**config.mk**
```make
export PLATFORM = sky130hd
export DESIGN_NAME = bbpi_fifo
export DESIGN_NICKNAME = d
export VERILOG_FILES = /design/src/rtl/bbpi_fifo.sv
export SDC_FILE = /design/constraint.sdc
export NUM_CORES = 1
export LEC_CHECK = 0
export ABC_AREA = 1
export BUFFER_PORTS_ARGS = -buffer_cell sky130_fd_sc_hd__buf_2
export CAP_MARGIN = 5
export CORE_MARGIN = 4
export CORE_UTILIZATION = 30
export CTS_BUF_LIST = sky130_fd_sc_hd__clkbuf_4 sky130_fd_sc_hd__clkbuf_8 sky130_fd_sc_hd__clkbuf_16
export CTS_CLUSTER_SIZE = 25
export DETAILED_ROUTE_END_ITERATION = 10
export GPL_TIMING_DRIVEN = 0
export SYNTH_ARGS = -nofsm -noshare
export SYNTH_HDL_FRONTEND = slang
export SYNTH_SLANG_ARGS = --single-unit
```
**constraint.sdc**
```tcl
create_clock -name clock -period 1.7 [get_ports clock]
set_clock_uncertainty 0.2 [all_clocks]
set_input_delay 0.085 -clock clock [delete_from_list [all_inputs] [get_ports clock]]
set_output_delay 0.085 -clock clock [all_outputs]
set_load 0.05 [all_outputs]
```
**src/rtl/bbpi_fifo.sv**
```systemverilog
// Small register-based first-in first-out queue.
`timescale 1ns / 1ps
module bbpi_fifo #(
   parameter int WIDTH = 8,
   parameter int DEPTH = 4
) (
   input  logic             clock,
   input  logic             reset,
   input  logic             push,
   input  logic [WIDTH-1:0] push_data,
   output logic             full,
   input  logic             pop,
   output logic [WIDTH-1:0] pop_data,
   output logic             empty
);
   localparam int AW = $clog2(DEPTH);

   logic [WIDTH-1:0] mem_ff [DEPTH];
   logic [AW:0]      wr_ptr_ff, wr_ptr_in;
   logic [AW:0]      rd_ptr_ff, rd_ptr_in;
   logic             do_push, do_pop;

   assign empty    = (wr_ptr_ff == rd_ptr_ff);
   assign full     = (wr_ptr_ff[AW-1:0] == rd_ptr_ff[AW-1:0]) && (wr_ptr_ff[AW] != rd_ptr_ff[AW]);
   assign do_push  = push && !full;
   assign do_pop   = pop && !empty;
   assign pop_data = mem_ff[rd_ptr_ff[AW-1:0]];

   always_comb begin
      wr_ptr_in = do_push ? wr_ptr_ff + 1'b1 : wr_ptr_ff;
      rd_ptr_in = do_pop  ? rd_ptr_ff + 1'b1 : rd_ptr_ff;
   end

   always_ff @(posedge clock) begin
      if (reset) begin
         wr_ptr_ff <= '0;
         rd_ptr_ff <= '0;
      end else begin
         wr_ptr_ff <= wr_ptr_in;
         rd_ptr_ff <= rd_ptr_in;
      end
   end

   always_ff @(posedge clock) begin
      if (do_push) begin
         mem_ff[wr_ptr_ff[AW-1:0]] <= push_data;
      end
   end

   // occupancy never exceeds the depth
   a_occupancy: assert property (@(posedge clock) disable iff (reset)
      (wr_ptr_ff - rd_ptr_ff) <= (AW+1)'(DEPTH))
      else $error("fifo occupancy above depth");

endmodule

```
* After elaboration in Yosys (flattened, before gate mapping)
Memory sizes are Yosys's and may differ from the RTL's. A register that Yosys moved wholly into a read port is not among the register bits.
Cells that the tools add are included.
** Operators by class
- Add/subtract/negate cells :: 2
- Equality and inequality tests :: 3
- Mux-type cells :: 4
- Reductions and logical operators :: 5
** Operator list (count)
- adder 3 x 1 -> 3 bit, second input constant :: 2
- two-way mux 2 bit :: 2
- equality test 3 bit :: 1
- logical AND 1 bit :: 3
- equality test 2 bit :: 1
- zero test 1 bit :: 2
- two-way mux 1 bit :: 2
- != test 1 bit :: 1
** Word-level totals
- Register bits after elaboration :: 6
- Memory bits (writable) :: 32
- Input port bits :: 12
- Output and inout port bits :: 10
- Word-level logic and storage cells :: 17
- Memories kept :: 1
** Memories
- mem_ff :: words 4, width 8, read ports 1, clocked after memory_dff 1, wr ports 1, RTL line 18 : logic [WIDTH-1:0] mem_ff [DEPTH];

* Longest topological paths before layout
Gate-level depths: netlist (run 1).
- Depth in word-level cells :: 6
- Mapped depth :: 8
- Mapped depth without buffers :: 8

* Worst setup path after synthesis (run 1)
OpenSTA, ideal clock, no wires.
- Path type :: flip-flop to flip-flop
- From :: register wr_ptr_ff[0]
- To :: memory mem_ff[0][0], enable pin
- Library setup time :: 0.371 ns
- Arrival :: 1.146 ns
- Required time :: 1.129 ns
- Slack :: -0.017 ns
- Stages on the path, launching flop included :: 7
- Path buffers :: 0
- Clock period less this slack :: 1.717 ns
- Cell sequence :: dfxtp_1 inv_2 nand2_2 nand2_4 nand3_4 nand2_1 nor2_1
** Between the ends
- Longest elaborated chain between the ends :: 6
** Ends and longest elaborated chain
- start: declaration :: RTL line 19 : logic [AW:0] wr_ptr_ff, wr_ptr_in;
- start signal: assignment :: RTL line 39 : wr_ptr_ff <= wr_ptr_in;
- equality test 2 bit :: RTL line 24 : assign full = (wr_ptr_ff[AW-1:0] == rd_ptr_ff[AW-1:0]) && (wr_ptr_ff[AW] != rd_ptr_ff[AW]);
- logical AND 1 bit :: RTL line 24
- zero test 1 bit :: RTL line 25 : assign do_push = push && !full;
- logical AND 1 bit :: RTL line 25
- two-way mux 1 bit :: RTL line 45 : if (do_push) begin
- two-way mux 1 bit (not written as such) :: RTL line 46 : mem_ff[wr_ptr_ff[AW-1:0]] <= push_data;
- end: declaration :: RTL line 18
Parallel ways exist; a longest one is shown, timed or not.

==> summary.txt, run 1 <==
Worst setup path
  – CP endpoint kind: output pin
  – Critical path launch point type: flop
  – Kind of critical path: reg2out
  – CP arrival: 1.37 ns
  – CP max FO: 10
  – Reg2reg start: wr_ptr_ff[1]$_SDFFE_PP0P_
  – Reg-to-Reg End: mem_ff[3][1]$_DFFE_PP_
  – CP Data Required Time: 1.41 ns
  – Reg-to-reg slack, setup: 0.10 ns
  – Reg2reg path depth: 6

STA
  – Max Fclk: 605 MHz
  – Hold Slack: 0.345 ns
  – Fin. Hold Viols: 0
  – Period utilization: 97.2%
  – Post-layout min period: 1.65 ns
  – Worst rel slew slack: 81.9%
  – Total Neg Setup Slack: 0 ns
  – RSZ-0062 raised after global routing: yes
  – Final Worst Setup Slack: 0.0479 ns
  – Tightest Pin Transition: 0.269 ns
  – Slew Limit Fails: 0
  – Final setup viols: 0

Global routing
  – First-pass GRT wire length: 5.67 mm
  – Total Routing Usage GR: 10.4%
  – Largest net degree at the start of global routing: 14
  – Total congestion overflow: 0
  – Initial antenna violation count: 0
  – Vias in the first global route: 1202

Placement
  – Final Wtd Congestion: 0.702
  – HPWL after DPL: 2.14 mm
  – DP Worst Slack: -0.423 ns
  – IO Port Bufs: 21

Die
  – Top Ports: 22
  – Initial Util: 30.9%
  – Standard-cell rows: 27
  – Core ar.: 5510 sq um
  – Chip Width: 83.3 um
  – Chip height: 83.3 um
  – Die area: 6930 sq um

Power
  – Flop pwr share: 45.1%
  – P_int: 1.78 mW
  – Pwr dens: 1140 nW/um^2
  – Sw Pwr: 0.800 mW
  – Clock group share of total power: 29.5%
  – Switching fraction of total power: 31.0%
  – Maximum vdd drop: 546 uV
  – Combinational fraction of design power: 25.5%
  – P_leak: 0.885 nW

Routing
  – Routed Antenna Nets: 0
  – Met3 WL: 171 um
  – Metal-1 WL: 1.50 mm
  – WL per Instance: 12.3 um
  – DR top layer: met4
  – DRC violations left: 0
  – Met2 routed WL: 1.55 mm
  – Via density: 4.33
  – Iteration-0 DRC count of the detailed router: 72
  – Vias: 1147
  – DRT Pass-1 Iters: 4
  – Final Routed Wirelength: 3.26 mm

Clock network
  – Reg clk slew, reported paths: 0.08 ns
  – Clock latency on the worst-skew pair: 0.29 ns
  – Htree depth: 2
  – Clock root cell: clkbuf_8
  – CTS buffer count: 5
  – Clock tree from TritonCTS: yes
  – Clock sink count: 40
  – CTS Buffer Depth: 2

Synth
  – Post-Synthesis Mean Instance Area: 11.3 sq um
  – Mapped Nets: 167
  – Count leader, synth: edfxtp_1
  – Synth Register Bits: 40
  – EDFF count, synth: 32
  – Top-area cell type share of the netlist area: 56.6%
  – Ys Warns: 0
  – Post-Syn Area: 1700 sq um
  – Synth async-reset ratio: 0%
  – Cells after Synth: 150
  – Post-synth top flop: edfxtp_1
  – Top cells by area, synth: edfxtp_1 57%, dfxtp_1 9.4%, nor2_1 5.7%
  – Yosys cell types: 18
  – Top cells by count, synth: 32 x edfxtp_1, 26 x nor2_1, 16 x nand2_1, 16 x o21ai_0, 12 x inv_1
  – Register area share after synthesis: 66.0%
  – Yosys top cell by area: edfxtp_1

Layout
  – Area Overhead vs Synth: 33.8%
  – Post-layout util: 41.3%
  – Fraction of layout cells with a size suffix above 1: 32.6%
  – Ant. Diodes: 0
  – Final #Nets: 209
  – Fill cells: 535

Job
  – Max-cap violations: 0

Hold path
  – WHS Endpoint: mem_ff[1][4]$_DFFE_PP_
  – WHS Path Cells: 2
  – Worst min path class: in2reg
  – Worst hold start: push_data[4]

Run status
  – Outcome: finished, final reports clean
-- worst max-delay path by stage --
stage	start	cells past startpoint	to
3_3_place_gp	wr_ptr_ff[1]$_SDFFE_PP0P_	6	mem_ff[0][0]$_DFFE_PP_
4_1_cts	flop	5	pop_data[4]
3_5_place_dp	wr_ptr_ff[1]$_SDFFE_PP0P_	6	mem_ff[0][0]$_DFFE_PP_
5_1_grt	flop	5	pop_data[2]
2_1_floorplan	wr_ptr_ff[0]$_SDFFE_PP0P_	6	mem_ff[0][0]$_DFFE_PP_
6_report	flop	5	pop_data[6]
-- cell families after synthesis --
logic type | synth area share [%]
fa+ha+maj | 3.68
buf+inv | 4.86
flops | 66.0
compound gates | 9.13
simple gates | 16.3
-- area by class of cell --
cell class	count	area, sq um	area share [%]
Buffer	2	26.3	1.16
Clock buffer	5	68.8	3.03
Clock inverter	3	42.5	1.87
Inverter	17	72.6	3.19
Multi-Input combinational cell	91	544	23.9
Sequential cell	40	1130	49.9
Tap cell	72	90.1	3.96
Timing Repair Buffer	35	295	13.0
-- power groups by stage --
stage | Sequential [mW] | Combinational (mW) | Clock [mW]
after floorplan | 1.16 | 0.425 | 0
after global placement | 1.18 | 0.548 | 0
after detailed placement | 1.18 | 0.554 | 0
after CTS | 1.16 | 0.635 | 0.778
after global routing | 1.17 | 0.712 | 0.826
final | 1.16 | 0.658 | 0.761
-- sequential cells by signal, indices dropped and copies added, names as in the netlist, named ones only --
name and flops:
rd_ptr_ff 3, wr_ptr_ff 3, mem_ff 32
-- stage by stage --
stage               total power, mW  instance area, sq um  instances
floorplan                      1.59                  1710        150
global placement               1.73                  1910        243
detailed placement             1.73                  1910        243
CTS                            2.57                  2230        265
global route                   2.71                  2270        265
finish                         2.58                  2270        265
-- critical path, stage by stage, from the launching register on --
cell and delay (ns):
dfxtp_4 0.42, inv_6 0.06, buf_8 0.14, o21ai_0 0.21, o22ai_2 0.10, buf_6 0.16
-- cell usage in the layout (no fill, tap or decap), drive strengths merged --
master,count
a21oi,5
buf,24
bufinv,1
clkbuf,7
clkinv,2
clkinvlp,1
dfxtp,8
dlygate4sd3,11
edfxtp,32
ha,5
inv,16
nand2,23
nand3,5
nand3b,2
nor2,27
o21ai,16
o22ai,8
-- per-layer routing --
metal / GRT usage (%) / vias up
met2: 17.2 / 23
met1: 12.4 / 518
li1: - / 602
met3: 3.97 / 4
met5: 0 / -
met4: 3.12 / 0
-- timing repair --
action | 4_1_cts | 5_1_grt
gates cloned | 0 | 0
setup endpoints to repair | 40 | 42
pin swaps | 4 | 4
gates resized for setup | 22 | 17
hold buffers | 11 | 0
buffers inserted | 3 | 0
hold endpoints to repair | 40 | 0
(Power assumes the default switching activity.)
==> inputs of run 2 (changes only) <==
- clock period: 1.7 -> 1.4 ns (I/O delays scaled with it)
==> summary.txt, run 2 (synthesis gave the netlist of run 1 again) <==
Power
  – P_leak: 1.06 nW
  – Pwr dens: 1330 nW/um^2
  – Maximum vdd drop: 532 uV

STA
  – Slew Limit Fails: 0
  – Post-layout min period: 1.60 ns
  – Tightest Pin Transition: 0.265 ns
  – Hold Slack: 0.331 ns
  – Final setup viols: 43
  – Fin. Hold Viols: 0
  – Worst rel slew slack: 82.2%
  – Period utilization: 114%
  – Final Worst Setup Slack: -0.202 ns
  – Max Fclk: 624 MHz
  – RSZ-0062 raised after global routing: yes

Routing
  – DRC violations left: 0
  – DRT Pass-1 Iters: 4
  – WL per Instance: 13.8 um
  – Iteration-0 DRC count of the detailed router: 57
  – Via density: 4.35
  – Final Routed Wirelength: 3.89 mm
  – Routed Antenna Nets: 0
  – Vias: 1223

Layout
  – Final #Nets: 226
  – Ant. Diodes: 0
  – Layout Cells excl Fill: 281
  – Post-layout util: 50.1%
  – Most common cell after layout, fill and taps aside: edfxtp_1
  – Fraction of layout cells with a size suffix above 1: 56.9%
  – Number of flip-flops in the largest register: 32
  – Area Overhead vs Synth: 62.2%
  – Most frequent cells in the layout: 32 x edfxtp_1, 19 x buf_6, 12 x nor2_1
  – Fill cells: 478

Die
  – Chip height: 83.3 um
  – Standard-cell rows: 27
  – Chip Width: 83.3 um
  – Initial Util: 30.9%
  – Top Ports: 22
  – Core ar.: 5510 sq um
  – Die area: 6930 sq um

Worst setup path
  – Kind of critical path: reg2out
  – CP max stage cell: dfxtp_4
  – Reg2reg start: wr_ptr_ff[0]$_SDFFE_PP0P_
  – Reg2reg path depth: 7
  – CP bufs+invs: 3
  – Critical path launch point type: flop
  – CP Data Required Time: 1.13 ns
  – Critical-path cell list: inv_8, clkbuf_16, o21ai_4, o22ai_4, buf_6
  – Max incr delay on CP: 0.44 ns
  – Cell family with most CP delay: flip-flops
  – CP endpoint kind: output pin
  – Reg-to-Reg End: mem_ff[2][2]$_DFFE_PP_
  – CP arrival: 1.33 ns
  – CP max FO: 8
  – Reg-to-reg slack, setup: -0.14 ns

Hold path
  – Worst hold start: rd_ptr_ff[2]$_SDFFE_PP0P_
  – WHS Path Cells: 2
  – Worst min path class: reg2reg
  – WHS Endpoint: rd_ptr_ff[2]$_SDFFE_PP0P_

Global routing
  – Initial antenna violation count: 0
  – Largest net degree at the start of global routing: 13
  – Vias in the first global route: 1306
  – Total congestion overflow: 0
  – Total Routing Usage GR: 11.5%
  – First-pass GRT wire length: 6.35 mm

Clock network
  – Clock latency on the worst-skew pair: 0.29 ns
  – Reg clk slew, reported paths: 0.07 ns
  – Clock root cell: clkbuf_8
  – Clock tree from TritonCTS: yes
  – CTS Buffer Depth: 2
  – Clock sink count: 40
  – Htree depth: 2
  – CTS buffer count: 5

Placement
  – IO Port Bufs: 21
  – Placed Cells: 243
  – HPWL after DPL: 2.21 mm
  – Final Wtd Congestion: 0.671

Run status
  – Failing checks: setup timing
  – Outcome: finished with violations

Job
  – Max-cap violations: 0
## run 2: changes by cell type in the layout (fill, tap and decap cells not counted), moves of 4 or more
cell,delta
o21ai_1,+4
nand2_4,+5
nor2_4,+4
inv_1,-5
nor2_2,+7
nor2_1,-11
o22ai_1,-5
nand2_1,-6
o21ai_0,-9
buf_6,+16
## run 2: routing by layer
layer  GRT usage (%)  vias to the layer above  part of all wire (%)
met1            13.6                      564                    40
met3            3.08                        5                   3.5
met4            4.01                        0                  0.87
li1                -                      633                     -
met2            20.1                       21                    55
met5               0                        -                     0
## run 2: worst max-delay path by stage
stage	slack (ns)	to	depth (start not counted)
3_5_place_dp	-0.33	pop_data[5]	5
5_1_grt	-0.25	pop_data[5]	5
4_1_cts	-0.23	pop_data[5]	4
2_1_floorplan	-0.05	mem_ff[0][0]$_DFFE_PP_	6
3_3_place_gp	-0.24	pop_data[6]	5
6_report	-0.20	pop_data[5]	5
## run 2: final cells by class
cell class              instances  area, sq um  area share (%)
clock buffers                   5         68.8            2.50
clock inverters                 2         60.1            2.18
repair buffers                 52          524            19.0
multi-input cells              91          748            27.1
inverters                      17         86.3            3.13
plain buffers                   2         35.0            1.27
flip-flops and latches         40         1140            41.5
well taps                      72         90.1            3.27
## run 2: where the power goes
part	switching, mW	internal (mW)	total (mW)
Combinational	0.647	0.497	1.14
Clock	0.389	0.702	1.09
Sequential	0.0695	1.36	1.43
## run 2: repair_timing
action	4_1_cts	5_1_grt
gates resized for setup	63	51
setup buffers	15	3
gates cloned	0	2
endpoints found under the hold margin	40	0
hold buffers	11	0
pin swaps	10	22
setup endpoints to repair	42	48
## run 2: metrics by stage
step | setup WS, ns | instance area (sq um) | power, mW | TNS (ns)
2_1_floorplan | -0.0497 | 1800 | 2.00 | -0.820
3_3_place_gp | -0.237 | 1990 | 2.16 | -6.52
3_5_place_dp | -0.327 | 1990 | 2.17 | -6.97
4_1_cts | -0.226 | 2530 | 3.52 | -4.28
5_1_grt | -0.252 | 2760 | 3.83 | -7.83
6_report | -0.202 | 2760 | 3.66 | -5.11
## run 2: worst register-to-register path: stages (launching register included)
cell and delay [ns]:
dfxtp_4 0.40, inv_4 0.05, nand2_4 0.05, nand2_4 0.06, nand3_4 0.14, nand2_4 0.10, nor2_4 0.11, buf_12 0.13
