**src/rtl/bbpi_pkg.sv**
```systemverilog
// Shared constants for the balanced block partition index.
`timescale 1ns / 1ps
package bbpi_pkg;

   localparam int OPERAND_WIDTH  = 32;
   localparam int RESULT_WIDTH   = 32;
   localparam int CSR_ADDR_WIDTH = 2;

   localparam logic [CSR_ADDR_WIDTH-1:0] CSR_RANGE_SIZE   = 2'd0;
   localparam logic [CSR_ADDR_WIDTH-1:0] CSR_WORKER_COUNT = 2'd1;

   localparam logic ACT_SIZE   = 1'b0;
   localparam logic ACT_LOCATE = 1'b1;

endpackage

```
**src/rtl/bbpi_front.sv**
```systemverilog
// Front part: configuration, chunk division and query classification.
`timescale 1ns / 1ps
module bbpi_front #(
   parameter int IW = 32,
   parameter int WW = 16,
   parameter int XW = 32,
   parameter int DW = 32,
   parameter int EW = 162
) (
   input  logic                                clock,
   input  logic                                reset,
   input  logic                                csr_we,
   input  logic [bbpi_pkg::CSR_ADDR_WIDTH-1:0] csr_addr,
   input  logic [DW-1:0]                       csr_wdata,
   input  logic                                req_push,
   input  logic                                req_action,
   input  logic [bbpi_pkg::OPERAND_WIDTH-1:0]  req_operand,
   output logic                                req_full,
   input  logic                                q_full,
   output logic                                q_push,
   output logic [EW-1:0]                       q_data
);
   import bbpi_pkg::*;

   typedef struct packed {
      logic          err;
      logic          locate;
      logic [XW-1:0] dividend;
      logic [XW-1:0] divisor;
      logic [XW-1:0] base;
      logic [XW-1:0] direct_first;
      logic [XW-1:0] direct_second;
   } entry_type;

   localparam int CW = $clog2(IW+1);
   localparam logic [1:0] ST_IDLE = 2'd0;
   localparam logic [1:0] ST_LOAD = 2'd1;
   localparam logic [1:0] ST_DIV  = 2'd2;
   localparam logic [1:0] ST_MUL  = 2'd3;

   logic [IW-1:0] range_ff, range_in;
   logic [WW-1:0] workers_ff, workers_in;
   logic [1:0]    state_ff, state_in;
   logic [CW-1:0] cnt_ff, cnt_in;
   logic [IW-1:0] dq_ff, dq_in;
   logic [WW-1:0] dr_ff, dr_in;
   logic [XW-1:0] chunk_ff, chunk_in;
   logic [WW-1:0] rem_ff, rem_in;
   logic [XW-1:0] split_ff, split_in;
   logic [WW:0]   trial;
   logic          fits;
   logic [XW-1:0] big;
   logic [XW+WW-1:0] split_prod;

   always_comb begin
      trial = {dr_ff, dq_ff[IW-1]};
      fits  = trial >= {1'b0, workers_ff};
      big   = XW'(dq_ff) + 1'b1;
      split_prod = {{WW{1'b0}}, big} * {{XW{1'b0}}, dr_ff};
   end

   always_comb begin
      range_in   = range_ff;
      workers_in = workers_ff;
      state_in   = state_ff;
      cnt_in     = cnt_ff;
      dq_in      = dq_ff;
      dr_in      = dr_ff;
      chunk_in   = chunk_ff;
      rem_in     = rem_ff;
      split_in   = split_ff;
      case (state_ff)
         ST_LOAD: begin
            dq_in    = range_ff;
            dr_in    = '0;
            cnt_in   = CW'(IW);
            state_in = ST_DIV;
         end
         ST_DIV: begin
            dq_in  = {dq_ff[IW-2:0], fits};
            dr_in  = fits ? WW'(trial - {1'b0, workers_ff}) : trial[WW-1:0];
            cnt_in = cnt_ff - 1'b1;
            if (cnt_ff == CW'(1)) begin
               state_in = ST_MUL;
            end
         end
         ST_MUL: begin
            chunk_in = XW'(dq_ff);
            rem_in   = dr_ff;
            split_in = split_prod[XW-1:0];
            state_in = ST_IDLE;
         end
         default: begin
         end
      endcase
      if (csr_we) begin
         if (csr_addr == CSR_RANGE_SIZE) begin
            range_in = csr_wdata[IW-1:0];
            state_in = ST_LOAD;
         end else if (csr_addr == CSR_WORKER_COUNT) begin
            workers_in = csr_wdata[WW-1:0];
            state_in   = ST_LOAD;
         end
      end
   end

   always_ff @(posedge clock) begin
      if (reset) begin
         range_ff   <= '0;
         workers_ff <= WW'(1);
         state_ff   <= ST_IDLE;
         cnt_ff     <= '0;
         chunk_ff   <= '0;
         rem_ff     <= '0;
         split_ff   <= '0;
      end else begin
         range_ff   <= range_in;
         workers_ff <= workers_in;
         state_ff   <= state_in;
         cnt_ff     <= cnt_in;
         chunk_ff   <= chunk_in;
         rem_ff     <= rem_in;
         split_ff   <= split_in;
      end
   end

   always_ff @(posedge clock) begin
      dq_ff <= dq_in;
      dr_ff <= dr_in;
   end

   // item stages
   logic                     s1_v_ff, s1_v_in, s2_v_ff, s2_v_in;
   logic                     s1_action_ff;
   logic [OPERAND_WIDTH-1:0] s1_operand_ff;
   logic                     s2_adv, s1_adv, take;
   logic [XW-1:0]            opx;
   logic [XW+WW-1:0]         mprod;
   entry_type                s2_ff, s2_in;
   logic [XW-1:0]            s2_lower_ff, s2_lower_in;
   entry_type                ent;

   assign s2_adv   = !s2_v_ff || !q_full;
   assign s1_adv   = !s1_v_ff || s2_adv;
   assign req_full = (state_ff != ST_IDLE) || !s1_adv;
   assign take     = req_push && !req_full;
   assign q_push   = s2_v_ff && !q_full;

   always_comb begin
      s1_v_in = take ? 1'b1 : (s2_adv ? 1'b0 : s1_v_ff);
      s2_v_in = s2_adv ? s1_v_ff : s2_v_ff;
   end

   always_comb begin
      opx   = XW'(s1_operand_ff);
      mprod = {{WW{1'b0}}, chunk_ff} * {{XW{1'b0}}, opx[WW-1:0]};
      s2_in = '0;
      s2_in.locate        = (s1_action_ff == ACT_LOCATE);
      s2_in.direct_first  = mprod[XW-1:0];
      s2_in.direct_second = chunk_ff + XW'(opx < XW'(rem_ff));
      s2_lower_in         = (opx < XW'(rem_ff)) ? opx : XW'(rem_ff);
      if (opx < split_ff) begin
         s2_in.dividend = opx;
         s2_in.divisor  = chunk_ff + 1'b1;
         s2_in.base     = '0;
      end else begin
         s2_in.dividend = opx - split_ff;
         s2_in.divisor  = chunk_ff;
         s2_in.base     = XW'(rem_ff);
      end
      if (workers_ff == '0) begin
         s2_in.err = 1'b1;
      end else if (s1_action_ff == ACT_SIZE) begin
         s2_in.err = opx >= XW'(workers_ff);
      end else begin
         s2_in.err = (opx >= XW'(range_ff)) || ((opx >= split_ff) && (chunk_ff == '0));
      end
   end

   always_ff @(posedge clock) begin
      if (reset) begin
         s1_v_ff <= 1'b0;
         s2_v_ff <= 1'b0;
      end else begin
         s1_v_ff <= s1_v_in;
         s2_v_ff <= s2_v_in;
      end
   end

   always_ff @(posedge clock) begin
      if (take) begin
         s1_action_ff  <= req_action;
         s1_operand_ff <= req_operand;
      end
      if (s2_adv) begin
         s2_ff       <= s2_in;
         s2_lower_ff <= s2_lower_in;
      end
   end

   always_comb begin
      ent              = s2_ff;
      ent.direct_first = s2_ff.direct_first + s2_lower_ff;
   end
   assign q_data = ent;

   a_cfg_blocks: assert property (@(posedge clock) disable iff (reset)
      csr_we |=> req_full)
      else $error("input open right after a register write");

   a_no_zero_div: assert property (@(posedge clock) disable iff (reset)
      (q_push && ent.locate && !ent.err) |-> (ent.divisor != '0))
      else $error("zero divisor sent to divider");

endmodule

```
**config.mk**
```make
export PLATFORM = sky130hd
export DESIGN_NAME = bbpi_front
export DESIGN_NICKNAME = d
export VERILOG_FILES = /design/src/rtl/bbpi_pkg.sv /design/src/rtl/bbpi_front.sv
export SDC_FILE = /design/constraint.sdc
export NUM_CORES = 2
export LEC_CHECK = 0
export ABC_AREA = 1
export BUFFER_PORTS_ARGS = -buffer_cell sky130_fd_sc_hd__buf_4
export CAP_MARGIN = 20
export CORE_MARGIN = 8
export CORE_UTILIZATION = 50
export CTS_CLUSTER_DIAMETER = 50
export DETAILED_ROUTE_END_ITERATION = 7
export GPL_TIMING_DRIVEN = 0
export HOLD_SLACK_MARGIN = 0.05
export PLACE_DENSITY = 0.7
export SYNTH_ARGS = -nofsm -noshare
export SYNTH_HDL_FRONTEND = slang
export SYNTH_SLANG_ARGS = --single-unit
```
**constraint.sdc**
```tcl
create_clock -name clock -period 7.35 [get_ports clock]
set_input_delay 1.1025 -clock clock [delete_from_list [all_inputs] [get_ports clock]]
set_output_delay 1.1025 -clock clock [all_outputs]
set_load 0.02 [all_outputs]
```
### Word level (Yosys, flattened, before mapping)

Cells that the tools add are included.

* register bits after elaboration: 413
* bits of input ports: 72
* output and inout bits: 164
* logic and storage cells: 78

* $add $sub $neg: 7
* $mul: 2
* $lt $le $gt $ge: 6
* equality and inequality tests: 5
* mux-type cells: 14
* bitwise logic cells: 1
* reductions and logical operators: 20

Operators by type and width (number)
* two-way mux 96 bit: 1
* adder 32 x 1 -> 32 bit, second input constant: 2
* greater-or-equal comparator 32 bit: 2
* multiplier 32 x 16 -> 32 bit: 2
* case mux 32 bit (2 select lines): 1
* adder 32 x 1 -> 32 bit: 1
* adder 32 bit: 1
* greater-or-equal comparator 32 x 16 -> 1 bit: 1
* zero test 32 bit: 1
* less-than comparator 32 x 16 -> 1 bit: 1
* less-than comparator 32 bit: 1
* two-way mux 16 bit: 2
* case mux 16 bit (2 select lines): 1
* subtractor 32 bit: 1
* greater-or-equal comparator 17 x 16 -> 1 bit: 1
* zero test 16 bit: 1
* subtractor 16 bit: 1
* case mux 6 bit (2 select lines): 1
* two-way mux 2 bit: 4
* == test 6 x 1 -> 1 bit, second input constant: 1
* case mux 2 bit (3 select lines): 1
* nonzero test 2 bit: 3
* subtractor 6 x 1 -> 6 bit, second input constant: 1
* zero test 1 bit: 5
* 9 further kinds: 18

### Depth between registers and ports, before layout

* depth in word-level cells: 8
* gate-level depth with buffers: 38
* depth with buffers taken out: 37

### Least setup slack after synthesis

No wires, ideal clock.

* path kind: input port to flip-flop
* start point: in q_full
* end point: reg s1_operand_ff[0] (netlist: opx[0]) (enable)
* setup time: 424 ps
* arrival: 8021 ps
* required time: 6926 ps
* path slack: -1095 ps
* cell stages on the path: 3
* cells stage by stage: nand2_1 o21ai_0 nor2_1

* cells in the longest elaborated chain, start to end: 7

RTL lines
* start, declared: RTL line bbpi_front.sv:19 `input logic q_full,`
* zero test 1 bit: RTL line bbpi_front.sv:143 `assign s2_adv = !s2_v_ff || !q_full;`
* logical OR 1 bit: RTL line bbpi_front.sv:143
* logical OR 1 bit: RTL line bbpi_front.sv:144 `assign s1_adv = !s1_v_ff || s2_adv;`
* zero test 1 bit: RTL line bbpi_front.sv:145 `assign req_full = (state_ff != ST_IDLE) || !s1_adv;`
* logical OR 1 bit: RTL line bbpi_front.sv:145
* via req_full: RTL line bbpi_front.sv:18 `output logic req_full,`
* zero test 1 bit: RTL line bbpi_front.sv:146 `assign take = req_push && !req_full;`
* logical AND 1 bit: RTL line bbpi_front.sv:146
* end signal, assigned: RTL line bbpi_front.sv:193 `s1_operand_ff <= req_operand;`
* end, declared: RTL line bbpi_front.sv:135 `logic [OPERAND_WIDTH-1:0] s1_operand_ff;`

The timed path passes the listed nets, and every way through them passes these cells.
A chain may end at the register's enable or synchronous reset.

### Worst setup path after layout

* start point: reg dq_ff[0]
* end point: reg split_ff[29]

* cells in the longest elaborated chain, start to end: 2

RTL lines
* start, declared: RTL line bbpi_front.sv:45 `logic [IW-1:0] dq_ff, dq_in;`
* start signal, assigned: RTL line bbpi_front.sv:128 `dq_ff <= dq_in;`
* adder 32 x 1 -> 32 bit: RTL line bbpi_front.sv:58 `big = XW'(dq_ff) + 1'b1;`
* multiplier 32 x 16 -> 32 bit: RTL line bbpi_front.sv:59 `split_prod = {{WW{1'b0}}, big} * {{XW{1'b0}}, dr_ff};`
* end signal, assigned: RTL line bbpi_front.sv:123 `split_ff <= split_in;`
* end, declared: RTL line bbpi_front.sv:49 `logic [XW-1:0] split_ff, split_in;`

No other way between the ends.

==> impl_metrics.toml <==
[synthesis]
synth_edf_count = 259
ys_types = 56
syn_area_per_cell_um2 = 8.29
synth_top_family_by_area = "adder cells"
synth_ff_type = "edfxtp_1"
synth_area_leaders = "fa_1 (27%), edfxtp_1 (17%), inv_1 (10%)"
muxShareOfSynthArea_pct = 0
synthAdderAreaFrac_pct = 34.8
synthesis.area_mm2 = 0.0453
synth-simple-area-share_pct = 15.4
synth-compound-area-share_pct = 8.21
ys_seq_area_share_pct = 23.3
synth_warnings = 0
ys_async_sr_fraction_pct = 0
yosys.area.top_type = "fa_1"
ys_seq_elements = 397
synthesis.instances = 5466
synth.top_cell.area_share_pct = 27.0
yosys.area_share.xor_xnor_pct = 4.10

[layout]
regArea_mm2 = 0.0105
layout_commonest_cell = "inv_1"
multi_input_area_mm2 = 0.0288
layout_common_cells = "inv_1 (1215), nand2_1 (1106), fa_1 (611), buf_4 (389), nor2_1 (309)"
drive_gt1_share_pct = 11.6
nNetsFinal = 6767
final_area_mm2 = 0.0510
final_util_pct = 56.7
syn_to_final_growth_pct = 12.5
fillers = 8151

[place]
placed_area_mm2 = 0.0487
gp_congestion = 0.992
post-dp-hpwl_um = 121000
io_buffers = 219

[die]
die_area_mm2 = 0.100
core_mm2 = 0.0899
floorplan.initialDensity_pct = 50.4
die_y_um = 317
die_w_um = 317
row_count = 110
io_pins = 236

[detailed_routing]
first_iter_violations = 3860
avgViaCountPerCell = 5.45
dr.pass1.iters = 6
wl_per_cell_um = 21.3
postRouteAntennaNets = 0
drc = 0
wirelength_um = 150000
vias = 38200

[setup_path]
cp_num_buf_inv = 8
required_ns = 7.92
critPathMaxStageDelay_ns = 0.56
critPathKind = "reg -> reg"
cp_max_fo = 8
cp-start-kind = "flip-flop"
endpoint_kind = "flip-flop"
crit_family = "adder cells"
arrival_ns = 7.81
crit_slowest_cell = "fa_1"

[clocking]
cts_root_buffer = "clkbuf_16"
cts.sinks = 397
path_clk_slew_ns = 0.07
cts_tree = "done"
clockBufferDepth = 3
cts_hold_buf = 0
insertion_delay_ns = 0.62
h-tree-depth = 2
cts_made_buffers = 43

[global_route]
grt_antenna_before_repair = 7
grt_pass1_vias = 38200
grt.total_usage_pct = 29.7
grt_overflow = 0
grt_pass1_wl_um = 225000
grt_start_max_net_pins = 118

[sta]
period_minus_slack_ns = 7.24
finalCritPeriodShare_pct = 98.5
fmax_mhz = 138
fin_worst_skew_ns = 0.0430
max_slew_margin_pct = 23.2
maxSlewViolCount = 0
final-setup-viol-count = 0
rsz0062_at_grt = "yes"
worstMarginPinSlew_ns = 1.12
finalHoldViolCount = 0

[power_and_ir_drop]
power_density_mw_per_mm2 = 455
p_leak_uw = 0.0249
peakVddDrop_v = 0.000845

[min_path]
hold_path_class = "reg -> reg"

[status]
status = "finished clean"

[run]
maxCapViolCount = 0
## stage by stage
step | cells | setup WS, ns | setup TNS [ns] | hold WS [ns] | total power [uW]
3_5_place_dp | 6897 | -1.24 | -17.92 | 0.460 | 18800
3_3_place_gp | 6892 | -1.66 | -57.05 | 0.459 | 18700
6_report | 7013 | 0.112 | 0 | 0.472 | 23200
4_1_cts | 6991 | 0.00401 | 0 | 0.469 | 21800
2_1_floorplan | 5497 | 0.948 | 0 | 0.440 | 13300
5_1_grt | 7011 | -0.177 | -0.220 | 0.489 | 25300
## registers in the layout (all words and copies together), names as in the netlist, 2 cells and up
| name | flops |
|---|---|
| q_data | 114 |
| chunk_ff | 32 |
| dq_ff | 32 |
| opx | 32 |
| range_ff | 32 |
| s2_ff | 32 |
| s2_lower_ff | 32 |
| split_ff | 32 |
| dr_ff | 16 |
| rem_ff | 16 |
| workers_ff | 16 |
| cnt_ff | 6 |
| state_ff | 2 |
## worst reg2reg max path, delay by kind of cell, from the launching register on
kind / cells / cell delay, ns
compound gates: 3 / 0.53
xor+xnor: 1 / 0.31
fa+ha+maj: 7 / 3.39
buf+inv: 8 / 0.71
flops: 1 / 0.48
simple gates: 12 / 1.77
## cell usage after synthesis (31+ instances only)
master,n
ha_1,284
nand2_1,1123
nand3_1,96
xnor2_1,69
inv_1,1226
clkbuf_1,161
xor2_1,143
a31oi_1,31
nor3_1,37
edfxtp_1,259
buf_4,134
a21oi_1,302
o21ai_0,251
nor2_1,311
dfxtp_1,138
fa_1,611
nand4_1,36
## layer usage
layer	track usage, %	share of wire [%]	up-vias
met4	12.0	4.9	8
met2	45.8	44	2050
met5	0	0.049	-
met1	39.4	39	18600
li1	-	-	17200
met3	8.17	12	396
## power by group
group          switching [uW]  total, uW  internal (uW)  leakage [uW]
sequential                152       2770           2610       0.00396
clock                     994       2300           1310      0.000728
combinational           11700      18100           6460        0.0203
## cell type report
type                    instances  area share, %
plain buffers                 318           3.46
well taps                    1176           2.89
clock buffers                  53           2.31
clock inverters                27          0.614
repair buffers                265           4.14
diodes                          2        0.00982
inverters                    1251           9.32
flip-flops and latches        397           20.7
multi-input cells            3524           56.6
## kinds of logic (layout without fill, tap and decap cells)
logic type | Yosys count | in the layout
other cells | 1 | 34
simple gates | 1697 | 1697
xor+xnor | 212 | 212
flops | 397 | 397
compound gates | 688 | 688
buf+inv | 1576 | 1914
fa+ha+maj | 895 | 895
## path summary, 6_finish.rpt
check | from | end | slack, ns | depth (start not counted)
min reg2reg | split_ff[3] | split_ff[3] | 0.47 | 2
max reg2reg | dq_ff[0] | split_ff[29] | 0.11 | 31
min | split_ff[3] | split_ff[3] | 0.47 | 2
max | dq_ff[0] | split_ff[29] | 0.11 | 31
## timing repair
action                     4_1_cts  5_1_grt
pin swaps                        4       11
setup endpoints to repair       30       20
setup buffers                   17       24
gates resized for setup         86       91
cloned                           0        0
Power figures use the tool's default switching activity.
